===== src/rtl/core/hds_pkg.sv =====
`timescale 1ns / 1ps
// ----------------------------------------------------------------------------
// hds_pkg
// Shared types and constants for the half-resolution 3x3 downsampler.
// ----------------------------------------------------------------------------
package hds_pkg;

    // default sizes of the frame store
    localparam int DEF_MAX_WIDTH    = 256;
    localparam int DEF_MAX_HEIGHT   = 256;
    localparam int DEF_CHANNEL_BITS = 16;

    // fixed field widths
    localparam int CH_W       = 16;
    localparam int POS_W      = 8;
    localparam int CFG_IDX_W  = 3;
    localparam int CFG_DATA_W = 16;
    localparam int NUM_CH     = 4;

    // signed width of a source coordinate relative to the source origin
    localparam int REL_W = 20;

    // x/10 == (x * DIV10_MUL) >> DIV10_SHIFT, exact for x below 2**22
    localparam logic [19:0] DIV10_MUL   = 20'd838861;
    localparam int          DIV10_SHIFT = 23;

    // item modes
    localparam logic MODE_LOAD    = 1'b0;
    localparam logic MODE_COMPUTE = 1'b1;

    // neighborhood tap offsets
    localparam logic [1:0] TAP_MID  = 2'd1;
    localparam logic [1:0] TAP_LAST = 2'd2;

    // configuration register indexes
    typedef enum logic [CFG_IDX_W-1:0] {
        CFG_SRC_ORIGIN_X = 3'd0,
        CFG_SRC_ORIGIN_Y = 3'd1,
        CFG_SRC_WIDTH    = 3'd2,
        CFG_SRC_HEIGHT   = 3'd3,
        CFG_DST_ORIGIN_X = 3'd4,
        CFG_DST_ORIGIN_Y = 3'd5
    } t_cfg_idx;

    // controller states
    typedef enum logic [2:0] {
        S_IDLE,
        S_READ,
        S_LAST,
        S_DIV,
        S_DONE
    } t_state;

    // commands from controller to datapath
    typedef struct packed {
        logic       wr;        // store the input pixel
        logic       start;     // latch neighborhood base, clear sums
        logic       rd;        // read one tap
        logic [1:0] dx;        // tap column offset
        logic [1:0] dy;        // tap row offset
        logic       acc_en;    // add the read data to the sums
        logic       acc_ctr;   // read data is the center tap
        logic       mul;       // reciprocal multiply of the rounded sums
        logic       out_load;  // load the result register
    } t_dp_cmd;

endpackage


===== src/rtl/core/hds_ctrl.sv =====
`timescale 1ns / 1ps
// ----------------------------------------------------------------------------
// hds_ctrl
// Sequencer: steps the nine neighborhood reads, the sum, the divide and the
// hand-off into the result register.
// ----------------------------------------------------------------------------
module hds_ctrl (
    input  logic             i_clk,
    input  logic             i_rst_n,
    input  logic             i_in_valid,
    input  logic             i_in_mode,
    output logic             o_in_ready,
    output logic             o_out_valid,
    input  logic             i_out_ready,
    output hds_pkg::t_dp_cmd o_cmd
);

    hds_pkg::t_state r_state, n_state;
    logic [1:0]      r_dx, n_dx;
    logic [1:0]      r_dy, n_dy;
    logic            r_acc_v, n_acc_v;
    logic            r_acc_ctr, n_acc_ctr;
    logic            r_out_valid, n_out_valid;

    // state and counters
    always_ff @(posedge i_clk) begin
        if (!i_rst_n) begin
            r_state     <= hds_pkg::S_IDLE;
            r_dx        <= '0;
            r_dy        <= '0;
            r_acc_v     <= 1'b0;
            r_acc_ctr   <= 1'b0;
            r_out_valid <= 1'b0;
        end else begin
            r_state     <= n_state;
            r_dx        <= n_dx;
            r_dy        <= n_dy;
            r_acc_v     <= n_acc_v;
            r_acc_ctr   <= n_acc_ctr;
            r_out_valid <= n_out_valid;
        end
    end

    // next state and commands
    always_comb begin
        n_state    = r_state;
        n_dx       = r_dx;
        n_dy       = r_dy;
        n_acc_v    = r_acc_v;
        n_acc_ctr  = r_acc_ctr;
        o_cmd      = '0;
        o_in_ready = 1'b0;
        case (r_state)
            hds_pkg::S_IDLE: begin
                o_in_ready = 1'b1;
                if (i_in_valid) begin
                    if (i_in_mode == hds_pkg::MODE_COMPUTE) begin
                        o_cmd.start = 1'b1;
                        n_dx        = '0;
                        n_dy        = '0;
                        n_acc_v     = 1'b0;
                        n_state     = hds_pkg::S_READ;
                    end else begin
                        o_cmd.wr = 1'b1;
                    end
                end
            end
            hds_pkg::S_READ: begin
                // read one tap, sum the one read last cycle
                o_cmd.rd      = 1'b1;
                o_cmd.dx      = r_dx;
                o_cmd.dy      = r_dy;
                o_cmd.acc_en  = r_acc_v;
                o_cmd.acc_ctr = r_acc_ctr;
                n_acc_v       = 1'b1;
                n_acc_ctr     = (r_dx == hds_pkg::TAP_MID) && (r_dy == hds_pkg::TAP_MID);
                if (r_dx == hds_pkg::TAP_LAST) begin
                    n_dx = '0;
                    if (r_dy == hds_pkg::TAP_LAST) begin
                        n_state = hds_pkg::S_LAST;
                    end else begin
                        n_dy = r_dy + 2'd1;
                    end
                end else begin
                    n_dx = r_dx + 2'd1;
                end
            end
            hds_pkg::S_LAST: begin
                o_cmd.acc_en  = 1'b1;
                o_cmd.acc_ctr = r_acc_ctr;
                n_acc_v       = 1'b0;
                n_state       = hds_pkg::S_DIV;
            end
            hds_pkg::S_DIV: begin
                o_cmd.mul = 1'b1;
                n_state   = hds_pkg::S_DONE;
            end
            hds_pkg::S_DONE: begin
                // wait for a free result register
                if (!r_out_valid || i_out_ready) begin
                    o_cmd.out_load = 1'b1;
                    n_state        = hds_pkg::S_IDLE;
                end
            end
            default: begin
                n_state = hds_pkg::S_IDLE;
            end
        endcase
        n_out_valid = (r_out_valid && !i_out_ready) || o_cmd.out_load;
    end

    assign o_out_valid = r_out_valid;

endmodule


===== config.mk =====
export PLATFORM = sky130hd
export DESIGN_NAME = hds_ctrl
export DESIGN_NICKNAME = d
export VERILOG_FILES = /design/src/rtl/core/hds_pkg.sv /design/src/rtl/core/hds_ctrl.sv
export SDC_FILE = /design/constraint.sdc
export NUM_CORES = 1
export LEC_CHECK = 0
export BUFFER_PORTS_ARGS = -buffer_cell sky130_fd_sc_hd__buf_2
export CAP_MARGIN = 20
export CORE_AREA = 10 10 47 49
export DETAILED_ROUTE_END_ITERATION = 10
export DIE_AREA = 0 0 57 59
export PLACE_DENSITY = 0.81
export SKIP_LAST_GASP = 1
export SLEW_MARGIN = 20
export SYNTH_ARGS = -nofsm -noshare
export SYNTH_HDL_FRONTEND = slang
export SYNTH_SLANG_ARGS = --single-unit

===== constraint.sdc =====
create_clock -name i_clk -period 1.7 [get_ports i_clk]
set_input_delay 0.085 -clock i_clk [delete_from_list [all_inputs] [get_ports i_clk]]
set_output_delay 0.085 -clock i_clk [all_outputs]
set_load 0.05 [all_outputs]

==> qor.csv, run 1 <==
metric;value;unit
antenna_found_initial;0;
critPathCapture;o_cmd[9];
route.detailed.drc;0;
final_area;743;sq um
wl_met3;69;microns
root_buffer;sky130_fd_sc_hd__clkbuf_4;
synth-seq-area-share;33.3;%
max_clock_freq;633;MHz
dr_wl_met2;681;microns
drt-met1-wl;594;microns
avgViaCountPerCell;5.17;
tns;0;ns
vias;553;
remaining_number_of_nets_flagged_by_the_antenna_check_after_routing;0;
worstRegToRegCells;6;
final.period_utilization;93.0;%
syn_inst;73;
ys_async_sr_fraction;0;%
routed.top_layer;met4;
drt-pass1-iter-count;4;
pwr-share-seq;47.3;%
flow.area_growth_from_synthesis;23.8;%
power_report.internal_total;368;uW
cts_htree_levels;1;
rows;14;
p_sw_share;32.6;%
grt_first_pass_wirelength;2.30;mm
port-buffer-count;17;
worstHoldPathCells;2;
finalSetupViolations;0;
syn_nets;80;
floorplan.io_pins;18;
clk_transition_reported_paths;0.06;ns
synthXorXnorAreaFrac;1.46;%
reg_to_reg_setup_timing_slack;0.23;ns
timing_worst_slew_pin_value;0.346;ns
number_of_buffers_created_by_cts;3;
worstPathRequired;1.62;ns
synth_flop_cell;sky130_fd_sc_hd__dfxtp_1;
synth.mux.area_fraction;5.21;%
top_post_synthesis_cells_by_count;10 x sky130_fd_sc_hd__dfxtp_1, 10 x sky130_fd_sc_hd__nor2_1, 6 x sky130_fd_sc_hd__nand2_1, 4 x sky130_fd_sc_hd__a21oi_1;
final_net_count;100;
footprint_of_the_flip_flops_and_latches;203;sq um
status;completed;
grt_max_degree;11;
place.detailed.hpwl;1.07;mm
worst_ep_arrival_time;1.50;ns
wl;1.38;mm
antenna-diode-count;0;
filler_cell_count;142;
power.share.combinational;23.3;%
gpl.final_weighted_congestion;0.793;
relSlewSlack;76.9;%
mappedNetlistArea;601;sq um
final.hold.worst_slack;0.0923;ns
synth.distinct_cells;34;
worst_hold_path_type;primary input to register;
yosys_warnings;0;
drt-wirelength-per-cell;12.9;microns
grt_use_total;8.55;%
synth_edf_count;0;
p_per_area;735;nW/um^2
clock_power_share;29.5;%
critPathKind;register to output pin;
clk_latency;0.27;ns
clock_sinks;10;
timing.critical_path.to_type;output pin;
syn-mean-instance-area;8.23;sq um
multiInputGateArea;380;sq um
min_period;1.58;ns
dieWidth;57;microns
crit-reg2reg-launch;r_dy[0];
synth.ff_latch_count;10;
largest_family_of_logic_cells_by_synthesized_area;simple AND/OR/NAND/NOR gates;
dp_slack;0.253;ns
place.detailed.instances;104;
floorplan.initialDensity;42.9;%
yosys.area_share.adder;4.17;%
first_iter_violations;8;
placeableCoreArea;1400;sq um
cts.path.max_buffers;2;
final_max_slew_viol_count;0;
rr_endpoint;r_state[0];
die-area;3360;sq um
tritoncts;built;
global_route.overflow_total;0;
rsz0062_at_grt;no;
dpl_cell_area;711;sq um
first_global_vias;529;
cp-startpoint;r_state[2];
yosysTopAreaCell;sky130_fd_sc_hd__dfxtp_1;
die_y;59;microns
p_switching;178;uW
worstPathMaxFanout;8;
p_leak;0.000337;uW
yosysTopAreaCellShare;33.3;%
fraction_of_final_layout_cells_sized_beyond_drive_strength_1;39.6;%
final_cell_count_no_fill;107;
synth_compound_area_share;12.5;%
post_synth_main_area_contributors;sky130_fd_sc_hd__dfxtp_1 33%, sky130_fd_sc_hd__nor2_1 6.3%, sky130_fd_sc_hd__a211oi_2 4.2%;
drv.max_cap_violation_count;0;
vdd_drop_max;0.000454;V
clock_skew_after_layout;0.00176;ns
timing_hold_violations_final;0;
startpoint_types;register;
layout_setup_ws;0.120;ns
synth-simple-area-share;36.0;%
## worst max-delay path, stage by stage (launching register included)
cell                      delay (ns)
sky130_fd_sc_hd__dfxtp_1        0.41
sky130_fd_sc_hd__buf_4          0.20
sky130_fd_sc_hd__nor3_4         0.19
sky130_fd_sc_hd__and3_1         0.17
sky130_fd_sc_hd__buf_2          0.26
## per-stage QoR
| step | util [%] | power [uW] |
|---|---|---|
| after floorplan | - | 361 |
| after global placement | 50.7 | 387 |
| after detailed placement | 50.7 | 390 |
| after CTS | 52.5 | 551 |
| after global routing | 53.0 | 576 |
| final | 53.0 | 546 |
## layout by cell type (no fill, tap or decap), drive strengths merged, types with 2 or more instances in the layout
master / netlist / final
nor3b: 2 / 2
or3: 2 / 2
nand3: 2 / 2
nor2b: 2 / 2
a211oi: 2 / 2
buf: 4 / 19
nor2: 11 / 11
a21oi: 4 / 4
and2: 3 / 3
dfxtp: 10 / 10
mux2i: 2 / 2
inv: 4 / 4
clkbuf: 0 / 3
ha: 2 / 2
nand2: 7 / 7
nand2b: 3 / 3
nor3: 3 / 3
## sequential cells by signal, summed over array words and instances, names as in the netlist
name,count
r_acc_v,1
o_out_valid,1
r_acc_ctr,1
r_dy,2
r_dx,2
r_state,3
## power groups by stage
stage               Sequential (uW)  Combinational (uW)  Clock, uW
finish                          258                 127        161
CTS                             257                 127        166
global placement                262                 125          0
global route                    260                 139        178
detailed placement              263                 127          0
floorplan                       255                 106          0
## per-layer routing
metal / track usage (%) / up-vias
met3: 3.43 / 5
met5: 0 / -
met4: 6.04 / 0
li1: - / 285
met1: 9.72 / 251
met2: 12.7 / 12
## worst min-delay path by stage
stage / slack (ns) / from / to
global placement: 0.37 / i_rst_n / r_state[0]
finish: 0.09 / i_rst_n / r_state[0]
floorplan: 0.20 / i_rst_n / r_state[0]
CTS: 0.1 / i_rst_n / r_state[0]
global route: 0.09 / i_rst_n / r_state[0]
detailed placement: 0.38 / i_rst_n / r_state[0]
## repair_timing
| action | CTS | global route |
|---|---|---|
| buffers inserted | 0 | 0 |
| resized for setup | 1 | 3 |
| endpoints found under the setup margin | 1 | 4 |
| hold buffers | 0 | 0 |
## layout make-up
class	instances	area share [%]
multi-input combinational	55	51.2
sequential	10	27.3
timing repair buffer	19	13.8
clock buffer	3	3.03
tap	16	2.69
inverter	4	2.02
## logic make-up after synthesis
| logic type | Yosys count |
|---|---|
| mux | 3 |
| buf+inv | 8 |
| fa+ha+maj | 2 |
| flops | 10 |
| compound gates | 10 |
| xor+xnor | 1 |
| simple gates | 39 |
(Power assumes the default switching activity.)
==> inputs of run 2 (changes only) <==
--- a/config.mk
+++ b/config.mk
@@ -7,9 +7,9 @@
 export LEC_CHECK = 0
 export BUFFER_PORTS_ARGS = -buffer_cell sky130_fd_sc_hd__buf_2
 export CAP_MARGIN = 20
-export CORE_AREA = 10 10 47 49
+export CORE_AREA = 2 2 39 41
 export DETAILED_ROUTE_END_ITERATION = 10
-export DIE_AREA = 0 0 57 59
+export DIE_AREA = 0 0 41 43
 export PLACE_DENSITY = 0.81
 export SKIP_LAST_GASP = 1
 export SLEW_MARGIN = 20
==> run 2 against run 1 <==
- wire length is 5.0% lower
- global-route usage rose by 9.6 points
- sequential cell count unchanged
- critical path depth down 1
- sequential power hardly changed
- cell area increased by 0.67%
- register-to-register slack barely moved
- die area down 48%
- clock power increased by 37%
- non-clock buffer count fell by 1
==> qor.csv, run 2 (same netlist as run 1, synthesis figures left out) <==
metric;value;unit;change
min_period;1.57;ns;-0.0108 ns
worst_hold_path_type;primary input to register;;
cpLargestDelayFamily;flip-flops;;
p_leak;0.000340;uW;+0.71%
placeableCoreArea;1380;sq um;-1.2%
rows;14;;unchanged
port-buffer-count;17;;unchanged
final.period_utilization;92.3;%;-0.64 points
cts.path.max_buffers;2;;unchanged
timing_worst_slew_pin_value;0.290;ns;-0.0560 ns
avgViaCountPerCell;5.25;;+1.6%
reg_to_reg_setup_timing_slack;0.22;ns;about the same
timing.critical_path.to_type;output pin;;
grt_max_degree;11;;unchanged
floorplan.initialDensity;43.4;%;+0.54 points
critPathKind;register to output pin;;
vdd_drop_max;0.000373;V;-18%
drv.max_cap_violation_count;0;;unchanged
filler_cell_count;135;;-4.9%
finalSetupViolations;0;;unchanged
die-area;1760;sq um;-48%
worstRegToRegCells;6;;unchanged
largest_reg_flops;3;;unchanged
clk_latency;0.27;ns;about the same
timing_hold_violations_final;0;;unchanged
rsz0062_at_grt;no;;
mostFrequentLayoutCell;sky130_fd_sc_hd__buf_2;;
fin_util;54.1;%;+1.0 points
multiInputGateArea;380;sq um;unchanged
gpl.final_weighted_congestion;0.744;;-6.3%
p_per_area;808;nW/um^2;+10%
final_max_slew_viol_count;0;;unchanged
worst_ep_arrival_time;1.48;ns;-0.02 ns
crit_chain;mux2_2 > nor2_1 > buf_2;;
cell_with_the_biggest_individual_delay_on_the_critical_path;sky130_fd_sc_hd__dfxtp_2;;
drt-wirelength-per-cell;12.3;microns;-5.0%
timing.critical_path.slowest_cell_delay;0.48;ns;+0.07 ns
status;completed;;
vias;562;;+1.6%
route.detailed.drc;0;;unchanged
final_net_count;99;;-1.0%
worstPathMaxFanout;8;;unchanged
final_cell_count_no_fill;107;;unchanged
cts_htree_levels;1;;unchanged
die_y;43;microns;-27%
crit-reg2reg-launch;r_dy[0];;
grt_first_pass_wirelength;2.10;mm;-8.4%
antenna-diode-count;0;;unchanged
clock_skew_after_layout;0.00316;ns;+0.00140 ns
worstHoldPathCells;2;;unchanged
flow.area_growth_from_synthesis;24.6;%;
largest_registers;r_state (3), r_dx (2), r_dy (2);;
startpoint_types;register;;
remaining_number_of_nets_flagged_by_the_antenna_check_after_routing;0;;unchanged
dieWidth;41;microns;-28%
rr_endpoint;r_state[0];;
relSlewSlack;80.5;%;+3.6 points
max_clock_freq;637;MHz;+0.69%
max_flop_register;r_state;;
cp_num_buf_inv;1;;-1
place.detailed.hpwl;983;microns;-7.9%
root_buffer;sky130_fd_sc_hd__clkbuf_4;;
wl;1.31;mm;-5.0%
commonest_cells_after_routing_fill_and_taps_aside;17 x sky130_fd_sc_hd__buf_2, 9 x sky130_fd_sc_hd__nor2_1, 7 x sky130_fd_sc_hd__dfxtp_1;;
place.detailed.instances;103;;-0.96%
footprint_of_the_flip_flops_and_latches;204;sq um;+0.62%
layout_setup_ws;0.131;ns;+0.0108 ns
first_global_vias;504;;-4.7%
worstPathRequired;1.62;ns;about the same
first_iter_violations;6;;-2
clk_transition_reported_paths;0.06;ns;about the same
global_route.overflow_total;0;;unchanged
floorplan.io_pins;18;;unchanged
tritoncts;built;;
min_from;i_rst_n;;
worst_hold_path.endpoint;r_state[0];;
clock_sinks;10;;unchanged
fraction_of_final_layout_cells_sized_beyond_drive_strength_1;40.7;%;+1.1 points
dp_slack;0.215;ns;-0.0384 ns
antenna_found_initial;0;;unchanged
drt-pass1-iter-count;4;;unchanged
cp-startpoint;r_state[1];;
grt_use_total;18.1;%;+9.6 points
number_of_buffers_created_by_cts;3;;unchanged
postCtsHoldBufs;0;;unchanged
run 2: power by group:
group / leakage, uW / internal (uW) / switching [uW] / total, uW
clock network: 0.0000210 / 130 / 89.2 / 220
logic: 0.000236 / 42.2 / 84.4 / 127
registers: 0.0000824 / 244 / 14.7 / 259
run 2: metrics by stage:
step                      setup TNS (ns)  hold WS (ns)  total power [uW]  area (sq um)
after global placement                 0         0.373               387           703
after detailed placement               0         0.376               389           703
after CTS                        -0.0212        0.0780               613           742
after global routing                   0        0.0827               635           748
after floorplan                        0         0.202               361           619
final                                  0        0.0823               605           748
run 2: cell type report:
type	count	share of cell area, %
sequential	10	27.3
clock buffer	4	4.85
inverter	4	2.01
timing repair buffer	18	12.4
multi-input combinational	55	50.8
tap	16	2.68
run 2: repair_timing:
| item | in CTS | in global routing |
|---|---|---|
| setup buffers | 0 | 0 |
| endpoints found under the hold margin | 0 | 0 |
| resized for setup | 2 | 2 |
| setup endpoints to repair | 2 | 6 |
| gates cloned | 0 | 0 |
run 2: how the worst max path moves through the flow:
stage / to / slack (ns) / cells past startpoint
final: o_cmd[3] / 0.13 / 3
after floorplan: o_cmd[3] / 0.04 / 4
after global placement: o_cmd[0] / 0.25 / 3
after CTS: o_cmd[0] / -0.02 / 4
after global routing: o_cmd[0] / 0.06 / 4
after detailed placement: o_cmd[0] / 0.21 / 3
run 2: layer usage:
metal | part of all wire, % | global-route usage (%) | vias up
li1 | - | - | 283
met1 | 43 | 20.7 | 257
met2 | 50 | 27.8 | 15
met3 | 3.4 | 3.14 | 7
met4 | 3.9 | 14.0 | 0
met5 | 0 | 0 | -
==> inputs of run 3 (changes only) <==
--- a/config.mk
+++ b/config.mk
@@ -8,9 +8,10 @@
 export BUFFER_PORTS_ARGS = -buffer_cell sky130_fd_sc_hd__buf_2
 export CAP_MARGIN = 20
 export CORE_AREA = 2 2 39 41
+export CTS_CLUSTER_SIZE = 14
 export DETAILED_ROUTE_END_ITERATION = 10
 export DIE_AREA = 0 0 41 43
-export PLACE_DENSITY = 0.81
+export PLACE_DENSITY = 0.75
 export SKIP_LAST_GASP = 1
 export SLEW_MARGIN = 20
 export SYNTH_ARGS = -nofsm -noshare
==> run 3 against run 2 <==
- die area is the same
- clock power shrank 25%
- utilization shrank 0.81 points
- setup slack gained 0.040 ns
- wire length shrank 11%
- combinational power is essentially flat
- first-iteration DRC count grew 33%
- sequential cell count is the same
==> qor.csv, run 3 (same netlist as run 1, synthesis figures left out) <==
metric;value;unit;change
status;completed;;
p_switching;179;uW;-4.8%
timing.critical_path.slowest_cell_delay;0.39;ns;-0.09 ns
worstPathRequired;1.62;ns;about the same
wl;1.16;mm;-11%
place.detailed.hpwl;879;microns;-11%
flow.area_growth_from_synthesis;22.7;%;
startpoint_types;register;;
final.hold.worst_slack;0.0792;ns;-0.00314 ns
clock_skew_after_layout;0.00620;ns;+0.00303 ns
antenna_found_initial;0;;unchanged
number_of_buffers_created_by_cts;3;;unchanged
clock_power_share;29.9;%;-6.4 points
grt_use_total;17.0;%;-1.1 points
crit-reg2reg-launch;r_dy[0];;
first_global_vias;453;;-10%
worst_hold_path_type;primary input to register;;
drt-pass1-iter-count;4;;unchanged
final_net_count;99;;unchanged
final_cell_count_no_fill;106;;-0.93%
power_report.internal_total;368;uW;-12%
clock_sinks;10;;unchanged
dpl_cell_area;703;sq um;unchanged
min_from;i_rst_n;;
root_buffer;sky130_fd_sc_hd__clkbuf_4;;
final_max_slew_viol_count;0;;unchanged
pwr-share-seq;47.3;%;+4.6 points
worst_ep_arrival_time;1.44;ns;-0.04 ns
first_iter_violations;8;;+2
floorplan.io_pins;18;;unchanged
die-area;1760;sq um;unchanged
global_route.overflow_total;0;;unchanged
vias;539;;-4.1%
worstRegToRegCells;6;;unchanged
dieWidth;41;microns;unchanged
filler_cell_count;130;;-3.7%
mostFrequentLayoutCell;sky130_fd_sc_hd__buf_2;;
rr_endpoint;r_state[0];;
port-buffer-count;17;;unchanged
max_clock_freq;654;MHz;+2.6%
commonest_cells_after_routing_fill_and_taps_aside;16 x sky130_fd_sc_hd__buf_2, 9 x sky130_fd_sc_hd__nor2_1, 7 x sky130_fd_sc_hd__dfxtp_1;;
timing.critical_path.to_type;output pin;;
cpLargestDelayFamily;simple AND/OR/NAND/NOR gates;;
largest_registers;r_state (3), r_dx (2), r_dy (2);;
route.detailed.drc;0;;unchanged
final_area;737;sq um;-1.5%
crit_chain;nor2_4 > nand2_2 > inv_2 > and2_4 > buf_2;;
timing_hold_violations_final;0;;unchanged
met2_usage;24.4;%;-3.4 points
p_sw_share;32.8;%;+1.6 points
finalSetupViolations;0;;unchanged
remaining_number_of_nets_flagged_by_the_antenna_check_after_routing;0;;unchanged
cts_htree_levels;1;;unchanged
tns;0;ns;unchanged
worstPathMaxFanout;10;;+2
min_period;1.53;ns;-0.0403 ns
reg_to_reg_setup_timing_slack;0.21;ns;about the same
die_y;43;microns;unchanged
power.share.combinational;22.8;%;+1.9 points
grt_use_met1;20.7;%;about the same
worstHoldPathCells;2;;unchanged
cts.path.max_buffers;2;;unchanged
clk_transition_reported_paths;0.07;ns;about the same
placeableCoreArea;1380;sq um;unchanged
tritoncts;built;;
globalRoute.busiestLayer;met2;;
floorplan.initialDensity;43.4;%;unchanged
place.detailed.instances;103;;unchanged
final.period_utilization;89.9;%;-2.4 points
grt.met3_usage;6.28;%;+3.1 points
timing_worst_slew_pin_value;0.342;ns;+0.0519 ns
drt-wirelength-per-cell;11.0;microns;-11%
cell_with_the_biggest_individual_delay_on_the_critical_path;sky130_fd_sc_hd__dfxtp_2;;
antenna-diode-count;0;;unchanged
gpl.final_weighted_congestion;0.748;;+0.65%
drv.max_cap_violation_count;0;;unchanged
grt_first_pass_wirelength;1.97;mm;-6.6%
worst_hold_path.endpoint;r_state[0];;
p_leak;0.000333;uW;-2.2%
vdd_drop_max;0.000335;V;-10%
avgViaCountPerCell;5.08;;-3.2%
clk_latency;0.27;ns;about the same
grt_max_degree;13;;+2
cts_post_setup_buffers_inserted;0;;unchanged
rsz0062_at_grt;no;;
rows;14;;unchanged
largest_reg_flops;3;;unchanged
relSlewSlack;77.0;%;-3.5 points
critPathKind;register to output pin;;
max_flop_register;r_state;;
fraction_of_final_layout_cells_sized_beyond_drive_strength_1;40.0;%;-0.66 points
p_per_area;743;nW/um^2;-8.1%
cp_num_buf_inv;2;;+1
run 3: changes by cell type in the layout (fill, tap and decap cells not counted):
cell,delta
sky130_fd_sc_hd__buf_4,+1
sky130_fd_sc_hd__buf_2,-1
sky130_fd_sc_hd__clkbuf_8,-1
run 3: metal layers:
metal | vias to the layer above | wire (microns)
met1 | 239 | 539
met2 | 9 | 562
met5 | - | 0
li1 | 287 | -
met3 | 4 | 32
met4 | 0 | 29
run 3: worst reg2reg max path, delay by kind of cell (launching register included):
kind	cells	cell delay, ns
DFF	1	0.36
and+or+nand+nor	1	0.06
adders and majority gates	1	0.21
buffers and inverters	1	0.09
AOI/OAI and AO/OA	3	0.66
run 3: cell type report:
class                           count  area [sq um]  share of cell area [%]
Inverter                            4          15.0                    2.04
Clock buffer                        3          22.5                    3.06
Timing Repair Buffer               18          95.1                    12.9
Sequential cell                    10           204                    27.7
Tap cell                           16          20.0                    2.72
Multi-Input combinational cell     55           380                    51.6
run 3: metrics by stage:
| stage | utilization (%) | power [uW] | worst slack [ns] |
|---|---|---|---|
| finish | 53.3 | 547 | 0.171 |
| floorplan | - | 361 | 0.0353 |
| CTS | 52.7 | 553 | 0.0141 |
| global placement | 50.8 | 387 | 0.217 |
| global route | 53.3 | 584 | 0.0723 |
| detailed placement | 50.8 | 387 | 0.204 |
run 3: how the worst max path moves through the flow:
stage	from	endpoint	cells past startpoint	slack [ns]
after floorplan	r_state[0]	o_cmd[3]	4	0.04
after global routing	r_state[0]	o_cmd[2]	4	0.07
final	r_state[2]	o_cmd[6]	5	0.17
after detailed placement	r_state[0]	r_state[0]	4	0.20
after global placement	r_state[0]	r_state[0]	4	0.22
after CTS	r_state[0]	o_cmd[2]	4	0.01
run 3: power groups by stage:
stage / registers, uW / clock network [uW] / logic (uW)
2_1_floorplan: 255 / 0 / 106
3_3_place_gp: 263 / 0 / 123
3_5_place_dp: 263 / 0 / 124
4_1_cts: 258 / 170 / 125
5_1_grt: 261 / 186 / 136
6_report: 259 / 164 / 125
run 3: timing repair:
| item | in CTS | in global routing |
|---|---|---|
| pin swaps | 0 | 0 |
| setup endpoints to repair | 1 | 6 |
| hold buffers | 0 | 0 |
| resized for setup | 2 | 3 |
